**src/rtl/amc_pkg.sv**
```systemverilog
`default_nettype none

package amc_pkg;

    localparam int DEF_MAX_SCAN_LEN = 1024;
    localparam int HDR_LEN          = 18;
    localparam int SEQ_W            = 20;
    localparam int RT_W             = 14;
    localparam int ID_W             = 32;

    localparam logic [ID_W-1:0] WILDCARD_ID = 32'h2D2D2D2D;
    localparam logic [23:0]     TAG_NAK     = 24'h4E414B;
    localparam logic [23:0]     TAG_ACK     = 24'h41434B;

    localparam logic [7:0] CH_CR    = 8'h0D;
    localparam logic [7:0] CH_SPACE = 8'h20;
    localparam logic [7:0] CH_TILDE = 8'h7E;
    localparam logic [7:0] CH_PLUS  = 8'h2B;
    localparam logic [7:0] CH_MINUS = 8'h2D;
    localparam logic [7:0] CH_ZERO  = 8'h30;
    localparam logic [7:0] CH_NINE  = 8'h39;
    localparam logic [7:0] CH_A     = 8'h41;
    localparam logic [7:0] CH_B     = 8'h42;
    localparam logic [7:0] CH_D     = 8'h44;
    localparam logic [7:0] CH_E     = 8'h45;
    localparam logic [7:0] CH_H     = 8'h48;
    localparam logic [7:0] CH_I     = 8'h49;
    localparam logic [7:0] CH_J     = 8'h4A;

    // Configuration register indexes.
    localparam logic CFG_MACHINE_ID = 1'b0;
    localparam logic CFG_REQ_TYPE   = 1'b1;

    typedef enum logic [3:0] {
        ST_OK         = 4'd0,
        ST_SHORT      = 4'd1,
        ST_LENGTH     = 4'd2,
        ST_CHAR       = 4'd3,
        ST_SEQ        = 4'd4,
        ST_REQ_TYPE   = 4'd5,
        ST_NAK_A      = 4'd6,
        ST_NAK_B      = 4'd7,
        ST_NAK_E      = 4'd8,
        ST_NAK_H      = 4'd9,
        ST_NAK_I      = 4'd10,
        ST_NAK_J      = 4'd11,
        ST_ACK_D      = 4'd12,
        ST_BAD_RESULT = 4'd13,
        ST_MACHINE_ID = 4'd14
    } status_t;

    // Summary of one finished message, handed from the tracker to the judge.
    typedef struct packed {
        logic              too_short;
        logic              size_err;
        logic              bad_char;
        logic              seq_ok;
        logic [SEQ_W-1:0]  seq_value;
        logic              rt_neg;
        logic [RT_W-1:0]   rt_value;
        logic [23:0]       result_tag;
        logic [7:0]        code_byte;
        logic [ID_W-1:0]   machine_id;
    } msg_sum_t;

endpackage

`default_nettype wire

```
**src/rtl/amc_track.sv**
```systemverilog
`default_nettype none

module amc_track
    import amc_pkg::*;
#(
    parameter int MAX_SCAN_LEN = DEF_MAX_SCAN_LEN
)
(
    input  wire logic     clk,
    input  wire logic     rst_n,
    input  wire logic     in_valid,
    output logic          in_stall,
    input  wire logic [7:0] msg_byte,
    input  wire logic     last_byte,
    output logic          sum_valid,
    output msg_sum_t      sum,
    input  wire logic     sum_take
);

    localparam int POS_W = $clog2(MAX_SCAN_LEN + 1);
    localparam logic [POS_W-1:0] POS_MAX = POS_W'(MAX_SCAN_LEN);
    localparam logic [POS_W-1:0] POS_HDR = POS_W'(HDR_LEN);

    typedef enum logic [2:0] {
        PH_SPACE = 3'b001,
        PH_DIGIT = 3'b010,
        PH_DONE  = 3'b100
    } parse_phase_t;

    function automatic logic is_digit(input logic [7:0] c);
        return (c >= CH_ZERO) && (c <= CH_NINE);
    endfunction

    function automatic logic is_space(input logic [7:0] c);
        return (c == CH_SPACE) || ((c >= 8'h09) && (c <= CH_CR));
    endfunction

    logic             s1_valid_reg;
    logic [7:0]       s1_byte_reg;
    logic             s1_last_reg;
    logic             s1_move;
    logic             take;

    logic [POS_W-1:0] pos_reg, pos_next;
    logic             cr_reg, cr_next;
    logic             np_reg, np_next;
    logic             term_reg, term_next;
    logic             seq_ok_reg, seq_ok_next;
    logic [SEQ_W-1:0] seq_reg, seq_next;
    parse_phase_t     phase_reg, phase_next;
    logic             neg_reg, neg_next;
    logic [RT_W-1:0]  rt_reg, rt_next;
    logic [ID_W-1:0]  id_reg, id_next;
    logic [23:0]      tag_reg, tag_next;
    logic [7:0]       code_reg, code_next;

    logic             sum_valid_reg;
    msg_sum_t         sum_reg;
    logic [3:0]       dval;

    assign s1_move  = s1_valid_reg && (!s1_last_reg || !sum_valid_reg || sum_take);
    assign in_stall = s1_valid_reg && !s1_move;
    assign take     = s1_move && !term_reg && (s1_byte_reg != 8'd0);
    assign dval     = 4'(s1_byte_reg - CH_ZERO);

    always_comb
    begin
        pos_next    = pos_reg;
        cr_next     = cr_reg;
        np_next     = np_reg;
        term_next   = term_reg;
        seq_ok_next = seq_ok_reg;
        seq_next    = seq_reg;
        phase_next  = phase_reg;
        neg_next    = neg_reg;
        rt_next     = rt_reg;
        id_next     = id_reg;
        tag_next    = tag_reg;
        code_next   = code_reg;

        if (s1_move && !term_reg && (s1_byte_reg == 8'd0))
        begin
            term_next = 1'b1;
        end

        if (take)
        begin
            case (pos_reg)
                POS_W'(0):  id_next[31:24] = s1_byte_reg;
                POS_W'(1):  id_next[23:16] = s1_byte_reg;
                POS_W'(2):  id_next[15:8]  = s1_byte_reg;
                POS_W'(3):  id_next[7:0]   = s1_byte_reg;
                POS_W'(4):  tag_next[23:16] = s1_byte_reg;
                POS_W'(5):  tag_next[15:8]  = s1_byte_reg;
                POS_W'(6):  tag_next[7:0]   = s1_byte_reg;
                POS_W'(17): code_next = s1_byte_reg;
                default:    ;
            endcase

            if ((pos_reg >= POS_W'(7)) && (pos_reg < POS_W'(13)))
            begin
                if (is_digit(s1_byte_reg))
                begin
                    seq_next = SEQ_W'(seq_reg * SEQ_W'(10)) + SEQ_W'(dval);
                end
                else
                begin
                    seq_ok_next = 1'b0;
                end
            end

            // Request type: leading white space, one optional sign, then digits.
            if ((pos_reg >= POS_W'(13)) && (pos_reg < POS_W'(17)))
            begin
                case (phase_reg)
                    PH_SPACE:
                    begin
                        if (is_space(s1_byte_reg))
                        begin
                            phase_next = PH_SPACE;
                        end
                        else if ((s1_byte_reg == CH_PLUS) || (s1_byte_reg == CH_MINUS))
                        begin
                            neg_next   = (s1_byte_reg == CH_MINUS);
                            phase_next = PH_DIGIT;
                        end
                        else if (is_digit(s1_byte_reg))
                        begin
                            rt_next    = RT_W'(dval);
                            phase_next = PH_DIGIT;
                        end
                        else
                        begin
                            phase_next = PH_DONE;
                        end
                    end
                    PH_DIGIT:
                    begin
                        if (is_digit(s1_byte_reg))
                        begin
                            rt_next = RT_W'(rt_reg * RT_W'(10)) + RT_W'(dval);
                        end
                        else
                        begin
                            phase_next = PH_DONE;
                        end
                    end
                    PH_DONE:  phase_next = PH_DONE;
                    default:  phase_next = PH_DONE;
                endcase
            end

            if (!cr_reg && (pos_reg != POS_MAX))
            begin
                if (s1_byte_reg == CH_CR)
                begin
                    cr_next = 1'b1;
                end
                else if ((s1_byte_reg < CH_SPACE) || (s1_byte_reg > CH_TILDE))
                begin
                    np_next = 1'b1;
                end
            end

            if (pos_reg != POS_MAX)
            begin
                pos_next = pos_reg + POS_W'(1);
            end
        end
    end

    always_ff @(posedge clk or negedge rst_n)
    begin
        if (!rst_n)
        begin
            s1_valid_reg <= 1'b0;
        end
        else if (!in_stall)
        begin
            s1_valid_reg <= in_valid;
        end
    end

    always_ff @(posedge clk)
    begin
        if (in_valid && !in_stall)
        begin
            s1_byte_reg <= msg_byte;
            s1_last_reg <= last_byte;
        end
    end

    // Message state returns to its reset value once the last byte has moved on.
    always_ff @(posedge clk or negedge rst_n)
    begin
        if (!rst_n)
        begin
            pos_reg    <= '0;
            cr_reg     <= 1'b0;
            np_reg     <= 1'b0;
            term_reg   <= 1'b0;
            seq_ok_reg <= 1'b1;
            seq_reg    <= '0;
            phase_reg  <= PH_SPACE;
            neg_reg    <= 1'b0;
            rt_reg     <= '0;
        end
        else if (s1_move && s1_last_reg)
        begin
            pos_reg    <= '0;
            cr_reg     <= 1'b0;
            np_reg     <= 1'b0;
            term_reg   <= 1'b0;
            seq_ok_reg <= 1'b1;
            seq_reg    <= '0;
            phase_reg  <= PH_SPACE;
            neg_reg    <= 1'b0;
            rt_reg     <= '0;
        end
        else
        begin
            pos_reg    <= pos_next;
            cr_reg     <= cr_next;
            np_reg     <= np_next;
            term_reg   <= term_next;
            seq_ok_reg <= seq_ok_next;
            seq_reg    <= seq_next;
            phase_reg  <= phase_next;
            neg_reg    <= neg_next;
            rt_reg     <= rt_next;
        end
    end

    // Header bytes are only looked at once all eighteen have been written.
    always_ff @(posedge clk)
    begin
        id_reg   <= id_next;
        tag_reg  <= tag_next;
        code_reg <= code_next;
    end

    always_ff @(posedge clk or negedge rst_n)
    begin
        if (!rst_n)
        begin
            sum_valid_reg <= 1'b0;
        end
        else if (s1_move && s1_last_reg)
        begin
            sum_valid_reg <= 1'b1;
        end
        else if (sum_take)
        begin
            sum_valid_reg <= 1'b0;
        end
    end

    always_ff @(posedge clk)
    begin
        if (s1_move && s1_last_reg)
        begin
            sum_reg.too_short  <= (pos_next < POS_HDR);
            sum_reg.size_err   <= !cr_next && (pos_next == POS_MAX);
            sum_reg.bad_char   <= np_next;
            sum_reg.seq_ok     <= seq_ok_next;
            sum_reg.seq_value  <= seq_next;
            sum_reg.rt_neg     <= neg_next;
            sum_reg.rt_value   <= rt_next;
            sum_reg.result_tag <= tag_next;
            sum_reg.code_byte  <= code_next;
            sum_reg.machine_id <= id_next;
        end
    end

    assign sum_valid = sum_valid_reg;
    assign sum       = sum_reg;

    a_pos_bounded: assert property (@(posedge clk) disable iff (!rst_n)
        pos_reg <= POS_MAX)
        else $error("byte position ran past the scan limit");

    a_clear_after_last: assert property (@(posedge clk) disable iff (!rst_n)
        (s1_move && s1_last_reg) |=> (pos_reg == '0) && !term_reg && seq_ok_reg)
        else $error("message state not cleared after the last byte");

    a_seq_range: assert property (@(posedge clk) disable iff (!rst_n)
        seq_reg <= SEQ_W'(999999))
        else $error("sequence accumulator holds more than six digits");

endmodule

`default_nettype wire

```
**config.mk**
```make
export PLATFORM = sky130hd
export DESIGN_NAME = amc_track
export DESIGN_NICKNAME = d
export VERILOG_FILES = /design/src/rtl/amc_pkg.sv /design/src/rtl/amc_track.sv
export SDC_FILE = /design/constraint.sdc
export NUM_CORES = 1
export LEC_CHECK = 0
export BUFFER_PORTS_ARGS = -buffer_cell sky130_fd_sc_hd__buf_2
export CAP_MARGIN = 20
export CELL_PAD_IN_SITES_DETAIL_PLACEMENT = 1
export CELL_PAD_IN_SITES_GLOBAL_PLACEMENT = 2
export CORE_MARGIN = 5
export CORE_UTILIZATION = 43
export DETAILED_ROUTE_END_ITERATION = 10
export GPL_TIMING_DRIVEN = 0
export PLACE_DENSITY = 0.92
export SYNTH_ARGS = -nofsm -noshare
export SYNTH_HDL_FRONTEND = slang
export SYNTH_SLANG_ARGS = --single-unit
```
**constraint.sdc**
```tcl
create_clock -name clk -period 6.7 [get_ports clk]
set_clock_uncertainty 0.15 [all_clocks]
set_input_delay 0.335 -clock clk [delete_from_list [all_inputs] [get_ports clk]]
set_output_delay 0.335 -clock clk [all_outputs]
set_load 0.01 [all_outputs]
```
==> out/metrics.csv, run 1 <==
metric;value;unit
outcome;finished, final reports clean;
power density over the cells;306;nW/um^2
Initial Utilization;0.433;
startpoint types;register;
synthesized area per cell;12.6;um^2
drc violations;0;
drt total wl;26.1;mm
drt wl/cell;19.6;um
worst-margin pin slew;0.800;ns
arrival time worst endpoint;4.39;ns
worst hold path type;in2async;
Fin. Hold Viols;0;
CP endpoint kind;register;
#FFs+latches synth;231;
Final #Nets;1066;
Final Max Slew Viols;0;
clock sinks;231;
EDFF count, synth;112;
Tot GR Track Use;0.187;
Slew headroom;0.463;
Iter 0 DRT Violations;330;
setup TNS;0;ns
pre-CTS setup slack;2.42;ns
setup ws final;2.40;ns
Synth top area share;0.322;
number of global-route vias before repair;7676;
predominant post-synthesis flop cell;edfxtp_1;
Tcrit/Tclk final;0.641;
total setup buffers inserted after CTS;0;
Mapped Nets;908;
Final Power;3800;uW
Syn Inst Count;831;
via count;7084;
clk buf depth;3;
LEAKAGE;0.00544;uW
Synth top cells by count;edfxtp_1, mux2_2, dfxtp_1, nor2_1, ha_1;
Buffers on Ports;117;
max reg flops;103;
Worst Path Max Fanout;5;
most common cell in the synthesized netlist;edfxtp_1;
FF+latch area;6020;um^2
leading area contributor after synthesis;edfxtp_1;
Mapped Area;10400;um^2
global-route wire length before repair;42.2;mm
die height;166;um
die area;27500;um^2
share of cells above drive strength 1;0.249;
CTS buffer count;25;
MaxCap Viol Count;0;
WS Path Type;reg2reg;
antenna violations before repair;0;
Skew-Pair Late Insertion Delay;0.54;ns
Critical Path RT;6.80;ns
Reg clk slew, reported paths;0.06;ns
core area;24100;um^2
placer congestion estimate;0.833;
synth top area cells;edfxtp_1, dfrtp_1, dfxtp_1;
largest net degree at the start of global routing;56;
crit path time final;4.30;ns
maximum VDD drop;0.000217;V
drt via density;5.32;
CTS tree;yes;
Final ANT Viol Nets;0;
# IOs;118;
Unique masters post-synth;68;
die width;166;um
dpl hpwl;18.2;mm
GRT overflow;0;
H-Tree Depth;1;
post-synthesis sequential area ratio;0.577;
asr flop ratio synth;0.238;
Warnings, synthesis;0;
clock root cell;clkbuf_16;
# diodes;0;
Layout area overhead;18.9;%
First-pass DRT Iterations;4;
area of the multi-input gates;4240;um^2
# setup viols final;0;
Fill cells;2571;
RSZ-0062 raised after global routing;no;
fmax;233;MHz
row cnt;57;
## through the flow
stage | hold slack [ns] | area, um^2 | util | cells
after global routing | 0.336 | 12400 | 0.515 | 1332
after detailed placement | 0.302 | 11500 | 0.476 | 1274
after global placement | 0.290 | 11400 | 0.474 | 1272
after CTS | 0.313 | 12400 | 0.515 | 1332
after floorplan | -0.111 | 10400 | - | 831
final | 0.316 | 12400 | 0.515 | 1332
## final timing paths
path / from / end / slack, ns / cells after the start
setup / recovery: seq_reg[1] / sum[97] / 2.40 / 12
hold / removal: rst_n / pos_reg[3] / 0.32 / 2
setup reg to reg: seq_reg[1] / sum[97] / 2.40 / 12
hold reg to reg: id_reg[24] / id_reg[24] / 0.32 / 1
max in group asynchronous: rst_n / seq_reg[15] / 5.55 / 2
min in group clk: id_reg[24] / id_reg[24] / 0.32 / 1
## final cells by class
type	count	share of cell area
plain buffers	28	0.00988
clock buffers	36	0.0578
clock inverters	10	0.00756
inverters	14	0.00423
multi-input cells	558	0.342
flip-flops and latches	231	0.485
well taps	324	0.0327
repair buffers	131	0.0609
## cells in the final DEF, fill, tap and decap left out, drive strengths merged, types with 8 or more instances in the layout
cell | netlist | layout
buf | 9 | 128
edfxtp | 112 | 112
mux2 | 67 | 67
dfxtp | 64 | 64
nor2 | 63 | 63
ha | 60 | 60
clkbuf | 19 | 55
dfrtp | 53 | 53
nand2 | 50 | 50
a21oi | 41 | 41
xnor2 | 34 | 34
xor2 | 26 | 26
and2 | 26 | 26
o21ai | 24 | 24
nor3 | 20 | 20
nand3 | 18 | 18
inv | 14 | 15
a211oi | 13 | 13
a21o | 12 | 12
dlygate4sd3 | 0 | 12
nor4 | 10 | 10
nand4 | 8 | 8
a22o | 8 | 8
## cells by family (layout without fill, tap and decap cells)
logic type,count (synthesis),after routing,synth area share
buf+inv,42,219,0.0164
fa+ha+maj,64,64,0.0796
flops,231,231,0.577
xor+xnor,61,61,0.0525
simple gates,242,242,0.123
mux,68,68,0.0733
compound gates,123,123,0.0777
## routing by layer
layer / track usage / vias to the layer above / routed length (um)
met5: 0 / - / 0
met4: 0.0534 / 0 / 659
met3: 0.0355 / 41 / 1310
met2: 0.321 / 152 / 12700
met1: 0.243 / 3528 / 11400
li1: - / 3363 / -
## timing repair
action	4_1_cts	5_1_grt
hold endpoints to repair	64	0
hold buffers	12	0
gates resized for setup	0	0
## critical path, cell delays in order (launching register included)
cell,delay (ns)
dfrtp_1,0.43
ha_1,0.31
ha_1,0.23
fa_1,0.40
a211oi_1,0.53
o21ai_0,0.29
a221o_1,0.36
a21oi_1,0.18
xnor2_1,0.19
nand2_1,0.16
nor4b_1,0.42
xor2_1,0.24
a21oi_1,0.10
## where the power goes
part	switching [uW]	total (uW)	internal, uW	leakage, uW
sequential	86.8	1880	1800	0.00235
combinational	326	570	243	0.00270
clock	559	1340	785	0.000396
total	972	3800	2830	0.00544
Power figures use the tool's default switching activity.
==> run 2: changes to the inputs <==
--- a/config.mk
+++ b/config.mk
@@ -10,10 +10,10 @@
 export CELL_PAD_IN_SITES_DETAIL_PLACEMENT = 1
 export CELL_PAD_IN_SITES_GLOBAL_PLACEMENT = 2
 export CORE_MARGIN = 5
-export CORE_UTILIZATION = 43
+export CORE_UTILIZATION = 36
 export DETAILED_ROUTE_END_ITERATION = 10
 export GPL_TIMING_DRIVEN = 0
-export PLACE_DENSITY = 0.92
+export PLACE_DENSITY = 0.83
 export SYNTH_ARGS = -nofsm -noshare
 export SYNTH_HDL_FRONTEND = slang
 export SYNTH_SLANG_ARGS = --single-unit
==> constraint.sdc (replaced) <==
create_clock -name clk -period 3.9 [get_ports clk]
set_clock_uncertainty 0.15 [all_clocks]
set_input_delay 0.195 -clock clk [delete_from_list [all_inputs] [get_ports clk]]
set_output_delay 0.195 -clock clk [all_outputs]
set_load 0.01 [all_outputs]
==> run 2 against run 1 <==
Against the previous run: sequential power rose by 71%; sequential share of layout area fell by 0.85 points; non-clock buffer count grew 5; die area is 18% higher; critical path type unchanged; critical path depth up 3; combinational power up 67%; core utilization fell by 7.5 points; cell count grew 5.0%; critical endpoint is now sum[96].
==> out/metrics.csv, run 2 (synthesis gave the netlist of run 1 again) <==
metric;value;unit
Critical Path RT;4.13;ns
P_int;4980;uW
crit path time final;3.74;ns
critical path, cell by cell;ha_1, ha_1, fa_2, a211oi_4, buf_4, o211ai_1, nand4b_1, nand4_1, buf_4, nor3_2, nand3_2, buf_4, or3b_1, and3_1, nor2_1;
Skew-Pair Late Insertion Delay;0.53;ns
arrival time worst endpoint;3.97;ns
fmax;267;MHz
Final #Nets;1072;
CP max-delay cell;dfrtp_1;
WS Path Type;reg2reg;
pre-CTS setup slack;-0.340;ns
drc violations;0;
clock sinks;231;
dpl hpwl;17.7;mm
DP Cell Count;1332;
FF-to-FF path depth;15;
worst reg2reg setup slack;0.16;ns
die width;180;um
CTS buffer count;26;
outcome;finished, final reports clean;
clock root cell;clkbuf_16;
CP peak stage delay;0.40;ns
Seq pwr share;0.486;
number of global-route vias before repair;7545;
LEAKAGE;0.00552;uW
Reg clk slew, reported paths;0.06;ns
worst hold path type;in2async;
Tcrit/Tclk final;0.960;
placer congestion estimate;0.793;
Buffers on Ports;117;
MaxCap Viol Count;0;
Hold Slack;0.142;ns
Iter 0 DRT Violations;282;
antenna violations before repair;0;
drt total wl;25.9;mm
startpoint types;register;
most frequent cells in the layout;buf_2, edfxtp_1, mux2_2;
Layout Cells excl Fill;1398;
setup ws final;0.156;ns
H-Tree Depth;1;
# IOs;118;
drt via density;5.04;
via count;7052;
worst-margin pin slew;0.960;ns
maximum VDD drop;0.000238;V
First-pass DRT Iterations;5;
largest net degree at the start of global routing;113;
Final ANT Viol Nets;0;
Fin. Hold Viols;0;
clock share of power;0.370;
clk buf depth;3;
# setup viols final;0;
Layout area overhead;21.1;%
Initial Utilization;0.364;
Tot GR Track Use;0.157;
row cnt;62;
max reg flops;103;
GRT overflow;0;
switching power;1650;uW
global-route wire length before repair;41.7;mm
Worst Path Max Fanout;4;
core area;28700;um^2
r2r endpoint;sum[96];
die area;32500;um^2
die height;180;um
Final Power;6630;uW
Most common cell on crit path;buf_4;
Slew headroom;0.360;
final design utilization;0.440;
share of cells above drive strength 1;0.262;
worst r2r src;seq_reg[1];
CP endpoint kind;register;
# diodes;0;
Final Max Slew Viols;0;
Comb power frac;0.144;
power density over the cells;525;nW/um^2
Net Sw Frac;0.249;
CTS tree;yes;
most common cell after layout, fill and taps aside;buf_2;
drt wl/cell;18.5;um
==> run 2: metal layers <==
layer | GRT usage | share of wire | vias up
li1 | - | - | 3362
met1 | 0.212 | 0.46 | 3508
met2 | 0.268 | 0.48 | 140
met3 | 0.0234 | 0.038 | 42
met4 | 0.0372 | 0.023 | 0
met5 | 0 | 0 | -
==> run 2: cell type report <==
class                   instances  area [um^2]
inverters                      14         52.6
plain buffers                  28          129
repair buffers                136          763
clock buffers                  38          758
fillers                      3078        16100
multi-input cells             558         4310
clock inverters                 9          114
flip-flops and latches        231         6020
well taps                     384          480
==> run 2: power by group through the flow <==
stage | clock (uW) | sequential, uW | combinational (uW)
5_1_grt | 2640 | 3270 | 1050
6_report | 2450 | 3220 | 952
4_1_cts | 2520 | 3230 | 964
3_5_place_dp | 0 | 3270 | 938
2_1_floorplan | 0 | 3290 | 563
3_3_place_gp | 0 | 3250 | 894
==> run 2: critical path: cells and delay by family, from the launching register on <==
| kind | cells | cell delay [ns] |
|---|---|---|
| flops | 1 | 0.40 |
| fa+ha+maj | 3 | 0.92 |
| simple gates | 7 | 1.23 |
| compound gates | 2 | 0.38 |
| buf+inv | 3 | 0.52 |
==> run 2: how the worst max path moves through the flow <==
stage / start / slack, ns / depth (start not counted) / end
2_1_floorplan: seq_reg[1] / 0.19 / 12 / sum[97]
3_3_place_gp: seq_reg[1] / -0.35 / 12 / sum[98]
3_5_place_dp: seq_reg[1] / -0.34 / 12 / sum[97]
4_1_cts: seq_reg[1] / 0.02 / 12 / sum[98]
5_1_grt: seq_reg[1] / -0.02 / 15 / sum[96]
6_report: seq_reg[1] / 0.16 / 15 / sum[96]
==> run 2: per-stage QoR <==
stage	setup TNS [ns]	instance area (um^2)
2_1_floorplan	0	10400
6_report	0	12600
3_3_place_gp	-1.37	11500
4_1_cts	0	12600
5_1_grt	-0.0435	12600
3_5_place_dp	-1.45	11500
==> run 2: what timing repair did <==
action | CTS | global route
gates resized for setup | 5 | 11
pin swaps | 1 | 4
endpoints found under the setup margin | 8 | 7
cloned | 0 | 0
hold buffers | 13 | 0
hold endpoints to repair | 65 | 0
buffers inserted | 2 | 4
==> run 3: changes to the inputs <==
--- a/config.mk
+++ b/config.mk
@@ -10,10 +10,9 @@
 export CELL_PAD_IN_SITES_DETAIL_PLACEMENT = 1
 export CELL_PAD_IN_SITES_GLOBAL_PLACEMENT = 2
 export CORE_MARGIN = 5
-export CORE_UTILIZATION = 36
+export CORE_UTILIZATION = 43
 export DETAILED_ROUTE_END_ITERATION = 10
-export GPL_TIMING_DRIVEN = 0
-export PLACE_DENSITY = 0.83
+export PLACE_DENSITY = 0.92
 export SYNTH_ARGS = -nofsm -noshare
 export SYNTH_HDL_FRONTEND = slang
 export SYNTH_SLANG_ARGS = --single-unit
==> constraint.sdc (replaced) <==
create_clock -name clk -period 4.8 [get_ports clk]
set_clock_uncertainty 0.15 [all_clocks]
set_input_delay 0.24 -clock clk [delete_from_list [all_inputs] [get_ports clk]]
set_output_delay 0.24 -clock clk [all_outputs]
set_load 0.01 [all_outputs]
==> run 3 against run 2 <==
Against the previous run: clock-buffer cell count down 1; largest power group unchanged; critical endpoint is now sum[97]; sequential power down 18%; highest routed layer unchanged; cell count down 5.9%.
==> out/metrics.csv, run 3 (synthesis gave the netlist of run 1 again) <==
metric;value;unit
outcome;finished, final reports clean;
clock sinks;231;
share of cells above drive strength 1;0.256;
Layout area overhead;18.8;%
# setup viols final;0;
die area;27500;um^2
startpoint types;register;
Worst Path Max Fanout;5;
setup ws final;0.592;ns
Slew headroom;0.463;
arrival time worst endpoint;4.34;ns
Fill cells;2558;
Final Max Slew Viols;0;
Tot GR Track Use;0.184;
drt total wl;25.3;mm
# IOs;118;
drc violations;0;
Critical Path RT;4.93;ns
FF+latch area;6020;um^2
clock share of power;0.365;
CTS tree;yes;
most frequent cells in the layout;buf_2, edfxtp_1, mux2_2;
MaxCap Viol Count;0;
CP peak stage delay;0.54;ns
Seq pwr share;0.494;
drt wl/cell;19.2;um
Tcrit/Tclk final;0.877;
worst-margin pin slew;0.805;ns
CTS buffer count;25;
fmax;238;MHz
Buffers on Ports;117;
largest net degree at the start of global routing;56;
setup TNS;0;ns
power density over the cells;432;nW/um^2
Hold Path Depth;2;
dpl hpwl;17.4;mm
die width;166;um
pre-CTS setup slack;0.647;ns
CP max-delay cell;a211oi_1;
maximum VDD drop;0.000242;V
clock root cell;clkbuf_16;
drt via density;5.31;
Net Sw Frac;0.251;
Hold Slack;0.262;ns
Final ANT Viol Nets;0;
GRT overflow;0;
CP endpoint kind;register;
met2 wire length;12.8;mm
RSZ-0062 raised after global routing;no;
switching power;1340;uW
antenna violations before repair;0;
Comb power frac;0.140;
uppermost layer routed;met4;
Fin. Hold Viols;0;
via count;6989;
Metal-1 WL;10.7;mm
global-route wire length before repair;41.6;mm
placer congestion estimate;0.844;
Skew-Pair Late Insertion Delay;0.54;ns
P_int;4010;uW
max reg flops;103;
Iter 0 DRT Violations;337;
Reg clk slew, reported paths;0.06;ns
number of global-route vias before repair;7639;
# diodes;0;
clk buf depth;3;
Initial Utilization;0.433;
met3 wire len;1.23;mm
critical path, cell by cell;ha_1, ha_1, fa_1, a211oi_1, o21ai_0, a221o_1, a21oi_1, xnor2_1, nand2_1, nor4b_1, xor2_1, a21oi_1;
row cnt;57;
First-pass DRT Iterations;4;
crit path time final;4.21;ns
Final #Nets;1050;
worst hold path type;in2reg;
core area;24100;um^2
H-Tree Depth;1;
die height;166;um
most common cell after layout, fill and taps aside;buf_2;
Gates resized, CTS repair;0;
WS Path Type;reg2reg;
LEAKAGE;0.00544;uW
FF-to-FF path depth;12;
area of the multi-input gates;4240;um^2
-- run 3: critical path, delay by kind of cell, from the launching register on --
kind	cells	cell delay [ns]
xor+xnor	2	0.40
flops	1	0.44
compound gates	5	1.45
fa+ha+maj	3	0.97
simple gates	2	0.55
-- run 3: worst paths after layout --
check | start | endpoint | slack [ns]
min | msg_byte[1] | s1_byte_reg[1] | 0.26
max | seq_reg[1] | sum[97] | 0.59
max reg2reg | seq_reg[1] | sum[97] | 0.59
max in group asynchronous | rst_n | rt_reg[5] | 3.67
min in group asynchronous | rst_n | pos_reg[10] | 0.28
min reg2reg | id_reg[8] | id_reg[8] | 0.32
-- run 3: per-stage QoR --
stage / instances / area (um^2) / total power, uW / util
after floorplan: 831 / 10400 / 3140 / -
after global placement: 1257 / 11400 / 3360 / 0.474
after detailed placement: 1257 / 11400 / 3430 / 0.474
after CTS: 1316 / 12400 / 5430 / 0.514
after global routing: 1316 / 12400 / 5620 / 0.514
final: 1316 / 12400 / 5350 / 0.514
-- run 3: repair_timing --
| action | 4_1_cts | 5_1_grt |
|---|---|---|
| setup buffers | 0 | 0 |
| hold buffers | 13 | 0 |
| endpoints found under the hold margin | 64 | 0 |
-- run 3: cell type report --
| type | count | area share |
|---|---|---|
| flip-flops and latches | 231 | 0.486 |
| multi-input cells | 558 | 0.342 |
| repair buffers | 143 | 0.0666 |
| clock buffers | 37 | 0.0590 |
| well taps | 324 | 0.0327 |
| clock inverters | 9 | 0.00928 |
| inverters | 14 | 0.00444 |
-- run 3: power groups by stage --
stage | clock (uW) | sequential, uW | combinational, uW
3_5_place_dp | 0 | 2690 | 744
4_1_cts | 2010 | 2650 | 763
3_3_place_gp | 0 | 2660 | 697
2_1_floorplan | 0 | 2680 | 457
5_1_grt | 2110 | 2680 | 832
6_report | 1960 | 2650 | 750
-- run 3: routing by layer --
metal,vias to the layer above,GRT usage
met2,160,0.326
met5,-,0
met1,3467,0.233
met3,42,0.0302
li1,3320,-
met4,0,0.0516
